[src/rtl/rss_pkg.sv]
// Shared types, constants and helpers for the sorted reservoir sampler.
`default_nettype none
package rss_pkg;
	localparam int RES_DEPTH = 32;
	localparam int IDX_W = (RES_DEPTH > 1) ? $clog2(RES_DEPTH) : 1;
	localparam int CNT_W = $clog2(RES_DEPTH + 1);
	localparam int VAL_W = 31;
	localparam int SEEN_W = 32;
	localparam int CFG_W = 6;
	localparam logic [CFG_W-1:0] CFG_RESET = CFG_W'(8);
	localparam int DIV_STEPS = VAL_W;
	localparam int STEP_W = $clog2(DIV_STEPS);

	typedef logic [CNT_W-1:0] cnt_t;
	typedef logic [IDX_W-1:0] idx_t;
	typedef logic [VAL_W-1:0] val_t;
	typedef logic [SEEN_W-1:0] seen_t;

	typedef enum logic [1:0] {
		ST_IDLE,
		ST_DIV,
		ST_SORT
	} top_state_t;

	typedef enum logic [1:0] {
		SS_IDLE,
		SS_SCAN,
		SS_EMIT
	} sort_state_t;

	typedef struct packed {
		logic en;
		idx_t addr;
		val_t data;
	} wr_req_t;

	typedef struct packed {
		logic go;
		cnt_t n;
	} sort_cmd_t;

	typedef struct packed {
		logic busy;
		logic done;
	} div_stat_t;

	function automatic cnt_t min_cnt(input cnt_t a, input cnt_t b);
		return (a < b) ? a : b;
	endfunction
endpackage
`default_nettype wire

[src/rtl/rss_in_if.sv]
// Input channel: one stream element per transaction.
`default_nettype none
interface rss_in_if;
	import rss_pkg::*;
	logic valid;
	logic ready;
	val_t value;
	val_t random_word;
	logic last;
	modport source(output valid, output value, output random_word, output last, input ready);
	modport sink(input valid, input value, input random_word, input last, output ready);
endinterface
`default_nettype wire

[src/rtl/rss_out_if.sv]
// Output channel: one sampled value per transaction.
`default_nettype none
interface rss_out_if;
	import rss_pkg::*;
	logic valid;
	logic ready;
	val_t sample_value;
	logic final_res;
	modport source(output valid, output sample_value, output final_res, input ready);
	modport sink(input valid, input sample_value, input final_res, output ready);
endinterface
`default_nettype wire

[src/rtl/rss_mod_unit.sv]
// Bit-serial restoring remainder unit: one dividend bit per cycle.
`default_nettype none
module rss_mod_unit (
	input  wire logic                clk,
	input  wire logic                arst_n,
	input  wire logic                start,
	input  wire rss_pkg::val_t       dividend,
	input  wire rss_pkg::seen_t      divisor,
	output rss_pkg::div_stat_t       stat,
	output rss_pkg::seen_t           rem
);
	import rss_pkg::*;

	logic busy_q;
	logic done_q;
	logic [STEP_W-1:0] step_q;
	val_t dvd_q;
	seen_t dvs_q;
	seen_t rem_q;
	logic [SEEN_W:0] trial;
	seen_t rem_next;

	always_comb begin
		trial = {rem_q, dvd_q[VAL_W-1]};
		if (trial >= {1'b0, dvs_q}) begin
			rem_next = SEEN_W'(trial - {1'b0, dvs_q});
		end else begin
			rem_next = trial[SEEN_W-1:0];
		end
	end

	always_ff @(posedge clk or negedge arst_n) begin
		if (!arst_n) begin
			busy_q <= 1'b0;
			done_q <= 1'b0;
			step_q <= '0;
		end else begin
			done_q <= 1'b0;
			if (start) begin
				busy_q <= 1'b1;
				step_q <= '0;
			end else if (busy_q) begin
				step_q <= step_q + 1'b1;
				if (step_q == STEP_W'(DIV_STEPS - 1)) begin
					busy_q <= 1'b0;
					done_q <= 1'b1;
				end
			end
		end
	end

	// Operand shift registers carry no reset.
	always_ff @(posedge clk) begin
		if (start) begin
			dvd_q <= dividend;
			dvs_q <= divisor;
			rem_q <= '0;
		end else if (busy_q) begin
			dvd_q <= {dvd_q[VAL_W-2:0], 1'b0};
			rem_q <= rem_next;
		end
	end

	assign stat.busy = busy_q;
	assign stat.done = done_q;
	assign rem = rem_q;
endmodule
`default_nettype wire

[src/rtl/rss_sorter.sv]
// Reservoir memory with a selection-sort emitter that streams the sample in ascending order.
`default_nettype none
module rss_sorter (
	input  wire logic                clk,
	input  wire logic                arst_n,
	input  wire rss_pkg::wr_req_t    wr,
	input  wire rss_pkg::sort_cmd_t  cmd,
	output logic                     busy,
	rss_out_if.source                samples
);
	import rss_pkg::*;

	val_t mem [RES_DEPTH];

	sort_state_t state_q, state_d;
	cnt_t n_q;
	cnt_t rd_idx_q;
	cnt_t emitted_q;
	logic [RES_DEPTH-1:0] taken_q;
	logic rd_vld_s1;
	idx_t rd_addr_s1;
	val_t rd_data_s1;
	val_t min_q;
	idx_t min_idx_q;
	logic min_found_q;
	logic out_valid_q;
	val_t out_value_q;
	logic out_final_q;

	logic scan_issue;
	logic better;
	logic emit;
	logic last_emit;

	always_ff @(posedge clk) begin
		if (wr.en) begin
			mem[wr.addr] <= wr.data;
		end
		rd_data_s1 <= mem[rd_idx_q[IDX_W-1:0]];
		rd_addr_s1 <= rd_idx_q[IDX_W-1:0];
	end

	always_comb begin
		state_d = state_q;
		scan_issue = (state_q == SS_SCAN) && (rd_idx_q < n_q);
		better = rd_vld_s1 && !taken_q[rd_addr_s1] && (!min_found_q || rd_data_s1 < min_q);
		emit = (state_q == SS_EMIT) && (!out_valid_q || samples.ready);
		last_emit = (CNT_W'(emitted_q + 1'b1) == n_q);
		unique case (state_q)
			SS_IDLE: begin
				if (cmd.go) begin
					state_d = SS_SCAN;
				end
			end
			SS_SCAN: begin
				if (!scan_issue && !rd_vld_s1) begin
					state_d = SS_EMIT;
				end
			end
			SS_EMIT: begin
				if (emit) begin
					state_d = last_emit ? SS_IDLE : SS_SCAN;
				end
			end
			default: state_d = SS_IDLE;
		endcase
	end

	always_ff @(posedge clk or negedge arst_n) begin
		if (!arst_n) begin
			state_q <= SS_IDLE;
			n_q <= '0;
			rd_idx_q <= '0;
			emitted_q <= '0;
			taken_q <= '0;
			rd_vld_s1 <= 1'b0;
			min_found_q <= 1'b0;
			out_valid_q <= 1'b0;
		end else begin
			state_q <= state_d;
			rd_vld_s1 <= scan_issue;
			if (scan_issue) begin
				rd_idx_q <= rd_idx_q + 1'b1;
			end
			if (better) begin
				min_found_q <= 1'b1;
			end
			if (samples.ready) begin
				out_valid_q <= 1'b0;
			end
			if (state_q == SS_IDLE && cmd.go) begin
				n_q <= cmd.n;
				rd_idx_q <= '0;
				emitted_q <= '0;
				taken_q <= '0;
				min_found_q <= 1'b0;
			end
			if (emit) begin
				out_valid_q <= 1'b1;
				taken_q[min_idx_q] <= 1'b1;
				emitted_q <= emitted_q + 1'b1;
				rd_idx_q <= '0;
				min_found_q <= 1'b0;
			end
		end
	end

	always_ff @(posedge clk) begin
		if (better) begin
			min_q <= rd_data_s1;
			min_idx_q <= rd_addr_s1;
		end
		if (emit) begin
			out_value_q <= min_q;
			out_final_q <= last_emit;
		end
	end

	assign busy = (state_q != SS_IDLE);
	assign samples.valid = out_valid_q;
	assign samples.sample_value = out_value_q;
	assign samples.final_res = out_final_q;

	a_emitted_le_n: assert property (@(posedge clk) disable iff (!arst_n)
		emitted_q <= n_q)
		else $error("more samples emitted than kept");

	a_taken_matches: assert property (@(posedge clk) disable iff (!arst_n)
		$countones(taken_q) == int'(emitted_q))
		else $error("taken mask out of step with emitted count");

	a_emit_has_min: assert property (@(posedge clk) disable iff (!arst_n)
		(state_q == SS_EMIT) |-> min_found_q)
		else $error("emit state reached without a minimum");
endmodule
`default_nettype wire

[src/rtl/reservoir_sample_sorted.sv]
// Top level: reservoir sampling over a stream with sorted emission at the end of each set.
// A filling element is written straight into the reservoir; a replacing element goes through
// start, the 31 remainder steps in the bit-serial mod unit, and write-back.
// After an element flagged last, n kept values are emitted in ascending order; each result
// costs one scan of the reservoir memory.
// Reset clears the fill and seen counts and sets sample_size to 8; reservoir contents stay
// undefined until written, and no clearing pass is needed.
`default_nettype none
module reservoir_sample_sorted (
	input  wire logic                    clk,
	input  wire logic                    arst_n,
	input  wire logic                    cfg_we,
	input  wire logic [rss_pkg::CFG_W-1:0] cfg_wdata,
	rss_in_if.sink                       items,
	rss_out_if.source                    samples
);
	import rss_pkg::*;

	top_state_t state_q, state_d;
	logic [CFG_W-1:0] sample_size_q;
	cnt_t fill_q, fill_d;
	seen_t seen_q, seen_d;
	val_t value_q;
	logic last_q;

	cnt_t k;
	cnt_t fill_inc;
	cnt_t n;
	seen_t seen_inc;
	logic accept;
	logic div_start;
	div_stat_t div_stat;
	seen_t div_rem;
	wr_req_t wr;
	sort_cmd_t sort_cmd;
	logic sort_busy;

	always_comb begin
		if (int'(sample_size_q) < RES_DEPTH) begin
			k = CNT_W'(sample_size_q);
		end else begin
			k = CNT_W'(RES_DEPTH);
		end
	end

	always_comb begin
		state_d = state_q;
		fill_d = fill_q;
		seen_d = seen_q;
		items.ready = 1'b0;
		div_start = 1'b0;
		wr = '0;
		sort_cmd = '0;
		accept = 1'b0;
		fill_inc = CNT_W'(fill_q + 1'b1);
		seen_inc = (seen_q == '1) ? seen_q : seen_q + 1'b1;
		n = '0;
		unique case (state_q)
			ST_IDLE: begin
				items.ready = 1'b1;
				accept = items.valid;
				if (accept) begin
					seen_d = seen_inc;
					if (fill_q < k) begin
						wr.en = 1'b1;
						wr.addr = fill_q[IDX_W-1:0];
						wr.data = items.value;
						fill_d = fill_inc;
						if (items.last) begin
							n = min_cnt(fill_inc, k);
							sort_cmd.go = (n != '0);
							sort_cmd.n = n;
							fill_d = '0;
							seen_d = '0;
							state_d = (n != '0) ? ST_SORT : ST_IDLE;
						end
					end else begin
						div_start = 1'b1;
						state_d = ST_DIV;
					end
				end
			end
			ST_DIV: begin
				if (div_stat.done) begin
					// The remainder picks the slot; only slots below k are replaced.
					if (div_rem < SEEN_W'(k)) begin
						wr.en = 1'b1;
						wr.addr = div_rem[IDX_W-1:0];
						wr.data = value_q;
					end
					state_d = ST_IDLE;
					if (last_q) begin
						n = min_cnt(fill_q, k);
						sort_cmd.go = (n != '0);
						sort_cmd.n = n;
						fill_d = '0;
						seen_d = '0;
						state_d = (n != '0) ? ST_SORT : ST_IDLE;
					end
				end
			end
			ST_SORT: begin
				if (!sort_busy) begin
					state_d = ST_IDLE;
				end
			end
			default: state_d = ST_IDLE;
		endcase
	end

	always_ff @(posedge clk or negedge arst_n) begin
		if (!arst_n) begin
			state_q <= ST_IDLE;
			sample_size_q <= CFG_RESET;
			fill_q <= '0;
			seen_q <= '0;
		end else begin
			state_q <= state_d;
			fill_q <= fill_d;
			seen_q <= seen_d;
			if (cfg_we) begin
				sample_size_q <= cfg_wdata;
			end
		end
	end

	always_ff @(posedge clk) begin
		if (accept) begin
			value_q <= items.value;
			last_q <= items.last;
		end
	end

	rss_mod_unit u_mod (
		.clk      (clk),
		.arst_n   (arst_n),
		.start    (div_start),
		.dividend (items.random_word),
		.divisor  (seen_inc),
		.stat     (div_stat),
		.rem      (div_rem)
	);

	rss_sorter u_sort (
		.clk     (clk),
		.arst_n  (arst_n),
		.wr      (wr),
		.cmd     (sort_cmd),
		.busy    (sort_busy),
		.samples (samples)
	);

	a_fill_bound: assert property (@(posedge clk) disable iff (!arst_n)
		int'(fill_q) <= RES_DEPTH)
		else $error("fill count beyond reservoir depth");

	a_div_alive: assert property (@(posedge clk) disable iff (!arst_n)
		(state_q == ST_DIV) |-> (div_stat.busy || div_stat.done))
		else $error("waiting on an idle remainder unit");

	a_sort_free: assert property (@(posedge clk) disable iff (!arst_n)
		sort_cmd.go |-> !sort_busy)
		else $error("sort started while the sorter is busy");
endmodule
`default_nettype wire
[src/flat_wrapper.sv]
// flat-port wrapper written by rule: the top's interface ports become plain ports
module reservoir_sample_sorted_flat import rss_pkg::*;
  (clk, arst_n, cfg_we, cfg_wdata, items_valid, items_value, items_random_word, items_last, items_ready, samples_valid, samples_sample_value, samples_final_res, samples_ready);
  rss_in_if items_i ();
  rss_out_if samples_i ();
  input  wire logic clk;
  input  wire logic arst_n;
  input  wire logic cfg_we;
  input  wire logic [rss_pkg::CFG_W-1:0] cfg_wdata;
  input wire logic [$bits(items_i.valid)-1:0] items_valid;
  input wire logic [$bits(items_i.value)-1:0] items_value;
  input wire logic [$bits(items_i.random_word)-1:0] items_random_word;
  input wire logic [$bits(items_i.last)-1:0] items_last;
  output wire logic [$bits(items_i.ready)-1:0] items_ready;
  output wire logic [$bits(samples_i.valid)-1:0] samples_valid;
  output wire logic [$bits(samples_i.sample_value)-1:0] samples_sample_value;
  output wire logic [$bits(samples_i.final_res)-1:0] samples_final_res;
  input wire logic [$bits(samples_i.ready)-1:0] samples_ready;
  assign items_i.valid = items_valid;
  assign items_i.value = items_value;
  assign items_i.random_word = items_random_word;
  assign items_i.last = items_last;
  assign items_ready = items_i.ready;
  assign samples_valid = samples_i.valid;
  assign samples_sample_value = samples_i.sample_value;
  assign samples_final_res = samples_i.final_res;
  assign samples_i.ready = samples_ready;
  reservoir_sample_sorted u_core (.clk(clk), .arst_n(arst_n), .cfg_we(cfg_we), .cfg_wdata(cfg_wdata), .items(items_i), .samples(samples_i));
endmodule
[config.mk]
export PLATFORM = sky130hd
export DESIGN_NAME = reservoir_sample_sorted_flat
export DESIGN_NICKNAME = d
export VERILOG_FILES = /design/src/rtl/rss_pkg.sv /design/src/rtl/rss_in_if.sv /design/src/rtl/rss_out_if.sv /design/src/rtl/rss_mod_unit.sv /design/src/rtl/rss_sorter.sv /design/src/rtl/reservoir_sample_sorted.sv /design/src/flat_wrapper.sv
export SDC_FILE = /design/constraint.sdc
export NUM_CORES = 1
export LEC_CHECK = 0
export BUFFER_PORTS_ARGS = -buffer_cell sky130_fd_sc_hd__buf_2
export CAP_MARGIN = 20
export CORE_MARGIN = 3
export CORE_UTILIZATION = 63
export CTS_CLUSTER_SIZE = 25
export DETAILED_ROUTE_END_ITERATION = 16
export PLACE_DENSITY = 0.79
export SLEW_MARGIN = 10
export SYNTH_ARGS = -nofsm -noshare
export SYNTH_HDL_FRONTEND = slang
export SYNTH_HIERARCHICAL = 1
export SYNTH_SLANG_ARGS = --single-unit
[constraint.sdc]
create_clock -name clk -period 5.5 [get_ports clk]
set_input_delay 0.55 -clock clk [delete_from_list [all_inputs] [get_ports clk]]
set_output_delay 0.55 -clock clk [all_outputs]
set_load 0.005 [all_outputs]
# Word-level counts from Yosys, hierarchy flattened
# Memories as Yosys holds them, arrays and structs flattened. A register that Yosys moved wholly into a read port is not among the register bits.
# Index checks and enable logic that the tools add are counted.
[word_totals]
reg_bits = 308
ramBits = 992
out_inout_bits = 34
word_cells = 163
mem_count = 1
[op_classes]
n_addsub = 6
magnitude_cmp = 10
eq_ne = 16
mux = 75
n_bitwise = 1
reduce_logical = 29
[memory_table]
columns = ["memory", "depth", "width", "rd", "rd_clocked_by_memory_dff", "write_ports", "line_no", "text"]
rows = [
  ["u_core.u_sort.mem", 32, 31, 1, 1, 1, "rss_sorter.sv:13", "val_t mem [RES_DEPTH];"],
]
[op_table]
columns = ["op", "count"]
rows = [
  ["$mux W32", 9],
  ["$mux W37", 4],
  ["$mux W6", 13],
  ["$pmux W37 S2", 1],
  ["$pmux W32 S2", 1],
  ["$mux W31", 2],
  ["$mux W7", 5],
  ["$ge A33 B32 Y1", 1],
  ["$add A32 B1 Y32 const B", 1],
  ["$eq A32 B32 Y1 const B", 1],
  ["$lt A32 B6 Y1", 1],
  ["$or A32 B32 Y32", 1],
  ["$sub A32 B32 Y32", 1],
  ["$lt A31 B31 Y1", 1],
  ["$mux W2", 11],
  ["$mux W1", 21],
  ["$add A6 B1 Y6 const B", 3],
  ["$lt A6 B6 Y1", 3],
  ["$pmux W7 S2", 1],
  ["$lt A5 B6 Y1 const B", 2],
  ["$pmux W2 S3", 2],
  ["$pmux W6 S2", 1],
  ["$reduce_bool A6 Y1", 2],
  ["$mux W5", 2],
  ["other kinds (21)", 47],
]

# Depth between registers and ports, before layout
[depth]
depth_word = 13
ltp_mapped = 15
ltp_nobuf = 15

# Modules after synthesis
# Netlist, hierarchy kept.
[by_module_without_submodules]
columns = ["module", "instances", "cells_each", "area_each_um2", "seq_area_each_um2"]
rows = [
  ["rss_sorter", 1, 1976, 43923.4, 33927.5],
  ["rss_mod_unit", 1, 585, 6015.8, 2707.6],
  ["reservoir_sample_sorted", 1, 498, 4882.2, 2113.3],
]

# Least setup slack after synthesis
# No wires, ideal clock.
[synth_timing]
path_type = "reg2reg"
start = "register u_core.sample_size_q[5]"
end = "register u_core.u_mod.rem_q[22] (netlist: u_core/u_mod/rem[22])"
arrival_ns = 4.584
slack_ns = 0.800
path_stages_with_launch = 13
n_path_buf = 1
cell_sequence = "dfrtp_1 clkinv_1 nand2_1 ha_1 nand4_1 o31ai_1 nor2_1 nor2_1 clkbuf_1 nor2_1 inv_1 o32ai_1 a31o_2"
[synth_via]
elab_chain_cells = 6
[synth_rtl]
columns = ["item", "line_no", "text"]
rows = [
  ["start: declaration", "reservoir_sample_sorted.sv:20", "logic [CFG_W-1:0] sample_size_q;"],
  ["start signal: assignment", "reservoir_sample_sorted.sv:122", "sample_size_q <= cfg_wdata;"],
  ["$lt A6 B6 Y1", "reservoir_sample_sorted.sv:39", "if (int'(sample_size_q) < RES_DEPTH) begin"],
  ["$mux W6 *", "reservoir_sample_sorted.sv:39", ""],
  ["$lt A6 B6 Y1 *", "reservoir_sample_sorted.sv:64", "if (fill_q < k) begin"],
  ["$mux W1 *", "reservoir_sample_sorted.sv:64", ""],
  ["$mux W1 *", "reservoir_sample_sorted.sv:62", "if (accept) begin"],
  ["$mux W1 *", "reservoir_sample_sorted.sv:58", "unique case (state_q)"],
  ["net u_core.div_start", "reservoir_sample_sorted.sv:31", "logic div_start;"],
  ["end signal: assignment", "rss_mod_unit.sv:60", "rem_q <= rem_next;"],
  ["end: declaration", "rss_mod_unit.sv:19", "seen_t rem_q;"],
]
# The timed path passes the listed nets; every way through them passes the cells marked *.
# A chain may end at the register's enable or synchronous reset.

==> impl_metrics.py <==
metrics = {
    "timing": {
        "fmax_mhz": 205,
        "worstMarginPinSlew_ps": 1050,
        "finalCritPeriodShare_pct": 88.5,
        "slew_headroom_pct": 30.1,
        "min_period_ps": 4870,
        "slew_viol_final": 0,
        "setup_viol": 0,
        "fin_ws_ps": 631,
        "tns_ps": 0,
        "finClkSkew_ps": 22.6,
        "finalHoldViolCount": 0,
        "rsz0062_at_grt": "no",
    },
    "run": {
        "drv_cap": 0,
    },
    "pwr": {
        "power.density_nw_per_um2": 488,
        "power.share.switching_pct": 31.1,
        "p_int_uw": 20700,
        "irDropWorstVdd_mv": 0.451,
        "p_sw_uw": 9340,
        "combPwrFrac_pct": 26.0,
        "clockPowerShare_pct": 29.9,
        "seqPwrFrac_pct": 44.1,
        "leakage_uw": 0.0209,
    },
    "yosys": {
        "synth_warnings": 6,
        "syn_nets": 3221,
        "syn_area_per_cell_um2": 17.9,
        "syn_inst": 3058,
        "netlist_area_um2": 54800,
    },
    "floorplanning": {
        "fp.dieArea_um2": 90600,
        "core_um2": 85700,
        "rows": 107,
        "die_y_um": 301,
        "die_w_um": 301,
        "start_util_pct": 64.0,
        "io-pin-count": 108,
    },
    "cells_and_area": {
        "post-route-util_pct": 71.8,
        "areaGrowthSynthToFinish_pct": 12.2,
        "nets": 3412,
        "fillers": 4802,
        "fin_cells": 4501,
        "layout-drive-gt1-share_pct": 24.7,
    },
    "global_routing": {
        "grt_busiest_layer": "met2",
        "use_met2_pct": 48.8,
        "grt_pass1_wl_um": 212000,
        "grt_pass1_vias": 30817,
        "grt_util_met1_pct": 47.0,
        "grt_max_degree": 108,
        "grtUsageTotal_pct": 32.7,
        "grtUsageMet3_pct": 8.98,
        "gr-total-overflow": 0,
        "antenna_found_initial": 17,
    },
    "placement": {
        "place_hpwl_um": 86600,
        "place_inst": 4249,
        "gp_congestion": 0.872,
        "dp_worst_setup_slack_ps": 889,
        "portBuffers": 107,
    },
    "critical_path": {
        "critPathCaptureType": "flop",
        "r2r_cells": 9,
        "critPathMaxFanout": 31,
        "required_ps": 5830,
        "worst-r2r-setup-slack_ps": 630,
        "r2r-start": "u_core/sample_size_q[5]",
        "critical_path_class": "flop to flop",
        "startpoint": "u_core/sample_size_q[5]",
        "worstPathArrival_ps": 5200,
        "cp-start-kind": "flop",
    },
    "route": {
        "drc": 0,
        "dr.pass1.iters": 8,
        "antenna_left": 0,
        "wl_per_cell_um": 32.2,
        "route.vias.total": 31041,
        "drt-initial-drc-count": 5033,
        "routed_wl_um": 145000,
        "routed_via_density": 6.90,
    },
    "clock_tree": {
        "cts_resized": 0,
        "cts_buffer_depth": 3,
        "cts.clk_slew.worst_paths_ps": 70,
        "clock-sinks": 1331,
        "clk_latency_ps": 730,
        "postCtsSetupRepairBufs": 0,
        "ctsHoldBuffers": 9,
        "cts.htree.levels": 4,
        "cts_tree": "yes",
        "root_buffer": "clkbuf_16",
        "numCtsBuffers": 130,
    },
    "hold_path": {
        "min-delay-start": "items_value[22]",
        "hold_depth": 1,
        "min_path_type": "input pin to flop",
    },
    "status": {
        "status": "complete, no violations",
    },
}
## final timing paths
check | endpoint
setup / recovery | u_core/u_sort/mem[20][1]
hold / removal | u_core/value_q[22]
setup reg to reg | u_core/u_sort/mem[20][1]
hold reg to reg | u_core/u_sort/min_q[17]
max in group asynchronous | u_core/seen_q[12]
min in group asynchronous | u_core/fill_q[2]
## power by group through the flow
stage / clock [uW] / combinational [uW] / sequential [uW]
2_1_floorplan: 0 / 5160 / 13100
3_3_place_gp: 0 / 7160 / 13400
3_5_place_dp: 0 / 7430 / 13400
4_1_cts: 9070 / 7630 / 13200
5_1_grt: 9460 / 8280 / 13300
6_report: 8990 / 7800 / 13200
## metal layers
metal / vias up / share of wire [%]
met5: - / 0.034
met4: 8 / 4.3
met3: 333 / 14
met2: 2346 / 46
met1: 15738 / 36
li1: 12616 / -
## placed cells by master, fill, tap and decap left out, drive strengths merged, types with 10 or more instances in the layout
cell	instances
edfxtp	1155
mux2i	32
or3	10
nor2b	10
clkbuf	167
buf	198
a21oi	70
ha	88
mux4	318
and3	13
nor2	111
nand3	41
o31ai	17
nor3	23
a31oi	24
nor4	16
inv	104
mux2	44
clkinv	43
xor2	26
a21o	18
dlygate4sd3	10
nand3b	10
xnor2	49
nand2b	17
nand4	36
and2	11
o22ai	15
dfrtp	107
a22o	59
o21ai	88
nand2	229
dfxtp	68
a211oi	29
bufinv	12
## registers in the layout (all words and copies together) (netlist names), 31 cells and up
| name | cells |
|---|---|
| u_core/u_sort/mem | 992 |
| u_core/seen_q | 32 |
| u_core/u_mod/dvs_q | 32 |
| u_core/u_mod/rem | 32 |
| u_core/u_sort/taken_q | 32 |
| u_core/u_mod/dvd_q | 31 |
| u_core/u_sort/min_q | 31 |
| u_core/u_sort/rd_data_s1 | 31 |
| u_core/u_sort/samples.sample_value | 31 |
| u_core/value_q | 31 |
## worst max-delay path, cell delays in order, from the launching register on
cell and delay (ps):
dfrtp_1 500, clkinv_1 370, nand2_1 300, ha_1 280, o2111ai_1 210, a21oi_1 100, nor3_4 600, a22o_1 590
nand3b_1 560, nor2_4 910
## layout make-up
| cell class | count | area (um^2) | share of cell area [%] |
|---|---|---|---|
| antenna | 3 | 7.51 | 0.0122 |
| clock buffer | 167 | 3570 | 5.80 |
| clock inverter | 70 | 731 | 1.19 |
| inverter | 95 | 357 | 0.580 |
| multi-input combinational | 1483 | 15300 | 24.8 |
| sequential | 1331 | 38800 | 63.0 |
| tap | 1144 | 1430 | 2.33 |
| timing repair buffer | 208 | 1400 | 2.27 |
## per-stage QoR
stage          total power, uW  cell area, um^2  hold slack, ps
5_1_grt                  31100            61500            16.2
3_3_place_gp             20500            57100             422
2_1_floorplan            18200            54800             254
3_5_place_dp             20900            57100             428
6_report                 30000            61500            31.0
4_1_cts                  29900            61500            1.09
Power figures use the tool's default switching activity.
